## config.mk

```make
export PLATFORM = sky130hd
export DESIGN_NAME = c2s_gain
export DESIGN_NICKNAME = d
export VERILOG_FILES = /design/src/rtl/core/c2s_pkg.sv /design/src/rtl/core/c2s_gain.sv
export SDC_FILE = /design/constraint.sdc
export NUM_CORES = 2
export LEC_CHECK = 0
export ABC_AREA = 1
export BUFFER_PORTS_ARGS = -buffer_cell sky130_fd_sc_hd__buf_2
export CORE_UTILIZATION = 30
export DETAILED_ROUTE_END_ITERATION = 6
export PLACE_DENSITY = 0.55
export SKIP_CTS_REPAIR_TIMING = 1
export SLEW_MARGIN = 10
export SYNTH_ARGS = -nofsm -noshare
export SYNTH_HDL_FRONTEND = slang
export SYNTH_SLANG_ARGS = --single-unit
```

## constraint.sdc

```tcl
create_clock -name clk -period 4.5 [get_ports clk]
set_clock_uncertainty 0.2 [all_clocks]
set_input_delay 0.9 -clock clk [delete_from_list [all_inputs] [get_ports clk]]
set_output_delay 0.9 -clock clk [all_outputs]
set_load 0.02 [all_outputs]
```

## src/rtl/core/c2s_pkg.sv

```systemverilog
// Shared types, angle constants and arctangent table for the cartesian to spherical unit.
`default_nettype none

package c2s_pkg;

    typedef logic [31:0] angle_t;

    typedef struct packed {
        logic valid;
        logic bypass;
    } c2s_ctl_t;

    localparam int     GUARD_BITS    = 8;
    localparam int     ATAN_ENTRIES  = 32;
    localparam angle_t INV_GAIN_Q32  = 32'h9B74_EDA8;
    localparam angle_t ANGLE_QUARTER = 32'h4000_0000;
    localparam angle_t ANGLE_HALF    = 32'h8000_0000;
    localparam angle_t ANGLE_NEG_QUARTER = 32'hC000_0000;
    localparam logic signed [31:0] LAT_MAX = 32'sh4000_0000;
    localparam logic signed [31:0] LAT_MIN = -32'sh4000_0000;

    localparam angle_t ATAN_ROM [ATAN_ENTRIES] = '{
        32'h2000_0000, 32'h12E4_051E, 32'h09FB_385B, 32'h0511_11D4,
        32'h028B_0D43, 32'h0145_D7E1, 32'h00A2_F61E, 32'h0051_7C55,
        32'h0028_BE53, 32'h0014_5F2F, 32'h000A_2F98, 32'h0005_17CC,
        32'h0002_8BE6, 32'h0001_45F3, 32'h0000_A2FA, 32'h0000_517D,
        32'h0000_28BE, 32'h0000_145F, 32'h0000_0A30, 32'h0000_0518,
        32'h0000_028C, 32'h0000_0146, 32'h0000_00A3, 32'h0000_0051,
        32'h0000_0029, 32'h0000_0014, 32'h0000_000A, 32'h0000_0005,
        32'h0000_0003, 32'h0000_0001, 32'h0000_0001, 32'h0000_0000
    };

    function automatic angle_t atan_entry(input int idx);
        logic [4:0] sel;
        sel = idx[4:0];
        if (idx < ATAN_ENTRIES)
        begin
            atan_entry = ATAN_ROM[sel];
        end
        else
        begin
            atan_entry = '0;
        end
    endfunction

endpackage

`default_nettype wire

```

## src/rtl/core/c2s_gain.sv

```systemverilog
// Two-stage CORDIC gain correction: split multiply by 1/K, then round and sum; bypass passes the input through.
`default_nettype none

module c2s_gain
    import c2s_pkg::*;
#(
    parameter int DW     = 44,
    parameter int SIDE_W = 32
)
(
    input  wire                      clk,
    input  wire                      rst_n,
    input  wire                      en,
    input  wire c2s_ctl_t            in_ctl,
    input  wire logic [DW-2:0]       in_a,
    input  wire logic [SIDE_W-1:0]   in_side,
    output c2s_ctl_t                 out_ctl,
    output logic [DW-2:0]            out_mag,
    output logic [SIDE_W-1:0]        out_side
);

    localparam int AW = DW - 1;
    localparam int AP = (AW > 32) ? AW : 33;
    localparam int HW = AP - 32;
    localparam logic [64:0] ROUND_HALF = 65'h0_8000_0000;

    logic [AP-1:0]     a_ext;
    logic [31:0]       a_lo;
    logic [HW-1:0]     a_hi;

    c2s_ctl_t          ctl1_reg;
    logic [63:0]       plo_reg, plo_next;
    logic [AP-1:0]     phi_reg, phi_next;
    logic [AW-1:0]     a_reg;
    logic [SIDE_W-1:0] side1_reg;

    c2s_ctl_t          ctl2_reg;
    logic [AW-1:0]     mag_reg, mag_next;
    logic [SIDE_W-1:0] side2_reg;

    logic [32:0]       rnd;
    logic [AP:0]       prod_sum;

    assign a_ext    = AP'(in_a);
    assign a_lo     = a_ext[31:0];
    assign a_hi     = a_ext[AP-1:32];
    assign plo_next = 64'(a_lo) * 64'(INV_GAIN_Q32);
    assign phi_next = AP'(a_hi) * AP'(INV_GAIN_Q32);

    assign rnd      = 33'((65'(plo_reg) + ROUND_HALF) >> 32);
    assign prod_sum = (AP+1)'(phi_reg) + (AP+1)'(rnd);
    assign mag_next = ctl1_reg.bypass ? a_reg : prod_sum[AW-1:0];

    always_ff @(posedge clk or negedge rst_n)
    begin
        if (!rst_n)
        begin
            ctl1_reg <= '0;
            ctl2_reg <= '0;
        end
        else if (en)
        begin
            ctl1_reg <= in_ctl;
            ctl2_reg <= ctl1_reg;
        end
    end

    always_ff @(posedge clk)
    begin
        if (en)
        begin
            plo_reg   <= plo_next;
            phi_reg   <= phi_next;
            a_reg     <= in_a;
            side1_reg <= in_side;
            mag_reg   <= mag_next;
            side2_reg <= side1_reg;
        end
    end

    assign out_ctl  = ctl2_reg;
    assign out_mag  = mag_reg;
    assign out_side = side2_reg;

endmodule

`default_nettype wire

```

# After elaboration in Yosys (flattened, before gate mapping)
# Cells that the tools add are included.
[classes] n_mul=2 n_addsub=2 muxes=1
[op_table] cell="adder 64 x 32 -> 65 bit, second input constant" count=1
[op_table] cell="multiplier 32 x 29 -> 61 bit, second input constant" count=1
[op_table] cell="adder 43 x 33 -> 43 bit" count=1
[op_table] cell="2-to-1 mux 43 bit" count=1
[op_table] cell="multiplier 11 x 29 -> 40 bit, second input constant" count=1
[totals] output_inout_bits=77 inputBits=80 wordCells=15 register_bits=255

# Longest topological paths before layout
[depth] word_depth=3 mapped_depth=27 ltp_nobuf=27

# Least setup slack after synthesis
# No wires, ideal clock.
[synth_timing] path_type="input to register" start="input port in_a[13]" end="register plo_reg[63], data pin" setup_slack_ps=-2205 path_stages=24 t_arrival_ps=6252 setup_time_ps=252 path_cell_list="inv_1 > fa_1 > fa_1 > inv_1 > fa_1 > inv_1 > fa_1 > inv_1 > fa_1 > fa_1 > fa_1 > inv_1 > fa_1 > inv_1 > ha_1 > nand2_1 > inv_1 > nand2_1 > nor3_1 > nand2_1 > nor3_1 > nand2_1 > nand3b_1 > nand2_1"
[synth_between] elab_chain_cells=1
[synth_rtl] item="start, declared" line="c2s_gain.sv:15" source="input wire logic [DW-2:0] in_a,"
[synth_rtl] item="multiplier 32 x 29 -> 61 bit" line="c2s_gain.sv:47" source="assign plo_next = 64'(a_lo) * 64'(INV_GAIN_Q32);"
[synth_rtl] item="via plo_next[63]" line="c2s_gain.sv:32" source="logic [63:0] plo_reg, plo_next;"
[synth_rtl] item="end signal, assigned" line="c2s_gain.sv:72" source="plo_reg <= plo_next;"
[synth_rtl] item="end, declared" line="c2s_gain.sv:32"
# The timed path passes the listed nets, and every way through them passes these cells.
# A chain may end at the register's enable or synchronous reset.

# Final worst setup path
[layout_timing] start="input port in_a[16]" end="register plo_reg[46], data pin"
# The elaborated chain is that of the path after synthesis.

==> impl_metrics.tcl <==
set metrics [dict create \
    run_status "finished, violations left" \
    violations "setup timing" \
    hold_viol 0 \
    final_core_util_pct 39.7 \
    dieArea_sq_um 124000 \
    crit_fanout 4 \
    ys_ff_latch 225 \
    clock_sinks 225 \
    worstHoldStart "side1_reg[19]" \
    htree_levels 1 \
    hold_depth 0 \
    grt_max_degree 86 \
    crit_type "input pin to flip-flop" \
    finalSetupViolCount 61 \
    yosys.area_share.simple_pct 15.4 \
    max_clock_freq_ghz 0.155 \
    first_pass_iters 6 \
    clock_path_buffers 3 \
    synthFlopType "edfxtp_1" \
    setup-tns-final_ns -70.36 \
    r2r-start "plo_reg[42]" \
    reg2reg_slack_ns 0.75 \
    synth_warnings 0 \
    grt.overflow.total 0 \
    yosysSeqAreaShare_pct 18.3 \
    grt.total_usage_pct 18.3 \
    n_fill_cell 12100 \
    synth_edf_count 221 \
    grt_pass1_vias 30500 \
    synth_area_sq_um 36700 \
    final_common_cell "inv_1" \
    critPathLaunchType "input pin" \
    startpoint "in_a[16]" \
    worstPathArrival_ns 6.55 \
    synthArstFlopShare_pct 1.78 \
    critPathMaxStageDelay_ns 0.60 \
    vias 29200 \
    hpwl_microns 102000 \
    syn-num-nets 5382 \
    cp.required_ns 4.60 \
    relSlewSlack_pct 59.2 \
    core_area_sq_um 122000 \
    setup_slack_ns -1.95 \
    seq_area_sq_um 6740 \
    cts_root_buf "clkbuf_16" \
    multi_input_area_sq_um 28600 \
    grt_pass1_wl_microns 174000 \
    std_cell_rows 128 \
    rsz0062_at_grt "true" \
    clock_latency_ns 0.57 \
    antenna_found_initial 4 \
    numCtsBuffers 26 \
    fin_nets 6096 \
    synth_area_per_cell_sq_um 8.67 \
    crit_buf_inv 9 \
    initial_core_util_pct 30.2 \
    ant_nets 0 \
    yosys.area_share.adder_pct 48.0 \
    drive_above_1_share_pct 28.4 \
    port_buffers 156 \
    drv_cap 0 \
    cts_tree "done" \
    synth_top_family_by_area "adder cells" \
    synth_cell_types 41 \
    synthXorXnorAreaFrac_pct 1.67 \
    area_growth_pct 31.4 \
    drtIter0Drc 1747 \
    cpLargestDelayFamily "adder cells" \
    min_to "out_side[19]" \
    synth.area.mux_share_pct 0 \
    post_drt_via_cell_ratio 4.43 \
    ios 157 \
    slowest_stage "fa_1" \
    die_w_microns 352 \
    hp-class "flip-flop to flip-flop" \
    finalCriticalPeriod_ns 6.45 \
    r2r_end "out_mag[39]" \
    die-height_microns 352 \
    wl_per_cell_microns 17.3 \
    antenna_cells 0 \
    routabilityCongestion 0.959 \
    cp_common_cell "fa_1" \
    wirelength_microns 114000 \
    drc 0 \
    end_kind "flip-flop" \
    final_cell_mix "1138 x inv_1, 712 x nand2_1, 527 x fa_1" \
    path_clk_slew_ns 0.06 \
    final_max_slew_viol_count 0 \
    post-route-period-util_pct 143 \
    synth_compound_area_share_pct 3.88 \
    worstRegToRegCells 18 \
    netlist_instances 4236 \
    worst_pin_slew_ns 0.613 \
]
==> cell type report <==
cell class,count,area share (%)
inverter,1239,9.78
tap,1625,4.21
multi-input combinational,2762,59.3
clock buffer,32,1.46
clock inverter,16,0.534
sequential,225,14.0
timing repair buffer,696,10.8
==> synthesized netlist by cell type (all sizes together), types with 14 or more instances <==
cell type	n	share of area (%)
a21oi	146	2.0
edfxtp	221	18
fa	570	31
ha	496	17
inv	1239	13
nand2	855	8.8
nand3	156	2.2
nand4	40	0.70
nor2	238	2.5
nor3	39	0.64
o21ai	92	1.3
o21bai	14	0.29
xnor2	29	0.69
xor2	41	0.98
==> logic make-up after synthesis <==
kind of cell | Yosys count
AOI/OAI and AO/OA | 269
DFF | 225
xor gates and xnor gates | 70
buffers and inverters | 1249
adders and majority gates | 1066
and+or+nand+nor | 1357
==> worst reg2reg max path: stages, from the launching register on <==
cell and delay [ns]:
edfxtp_1 0.42, nand2_2 0.14, inv_1 0.12, nand3_1 0.20
nor4_1 0.50, xnor2_1 0.18, inv_1 0.07, ha_1 0.37
nand2_1 0.12, nor2_1 0.23, inv_1 0.07, nor2_1 0.13
nand3b_1 0.10, nand3_1 0.19, nand2_1 0.15, nand2_1 0.08
nand2_1 0.05, nand3_1 0.09, nand2_1 0.06
==> worst max-delay path by stage <==
| stage | to | slack [ns] | depth (start not counted) |
|---|---|---|---|
| after floorplan | plo_reg[58] | -2.11 | 22 |
| after global placement | plo_reg[34] | -2.90 | 24 |
| after detailed placement | plo_reg[34] | -2.91 | 24 |
| after CTS | plo_reg[34] | -2.32 | 24 |
| after global routing | plo_reg[59] | -2.17 | 27 |
| final | plo_reg[46] | -1.95 | 26 |
==> metal layers <==
metal,vias to the layer above,track usage (%),wire (microns)
li1,14300,-,-
met1,14200,25.3,52900
met2,628,30.2,53100
met3,118,2.47,5630
met4,0,4.19,2670
met5,-,0,0
==> through the flow <==
stage	instances	worst slack, ns	hold slack [ns]	cell area, sq um
floorplan	4236	-2.11	0.200	37400
global placement	6504	-2.90	0.200	44000
detailed placement	6504	-2.91	0.205	44000
CTS	6552	-2.32	-0.0776	45000
global route	6595	-2.17	0.183	48300
finish	6595	-1.95	0.180	48300
Power is not shown: default switching activity piles up to over one toggle a cycle in this logic, so the estimate is an artifact.
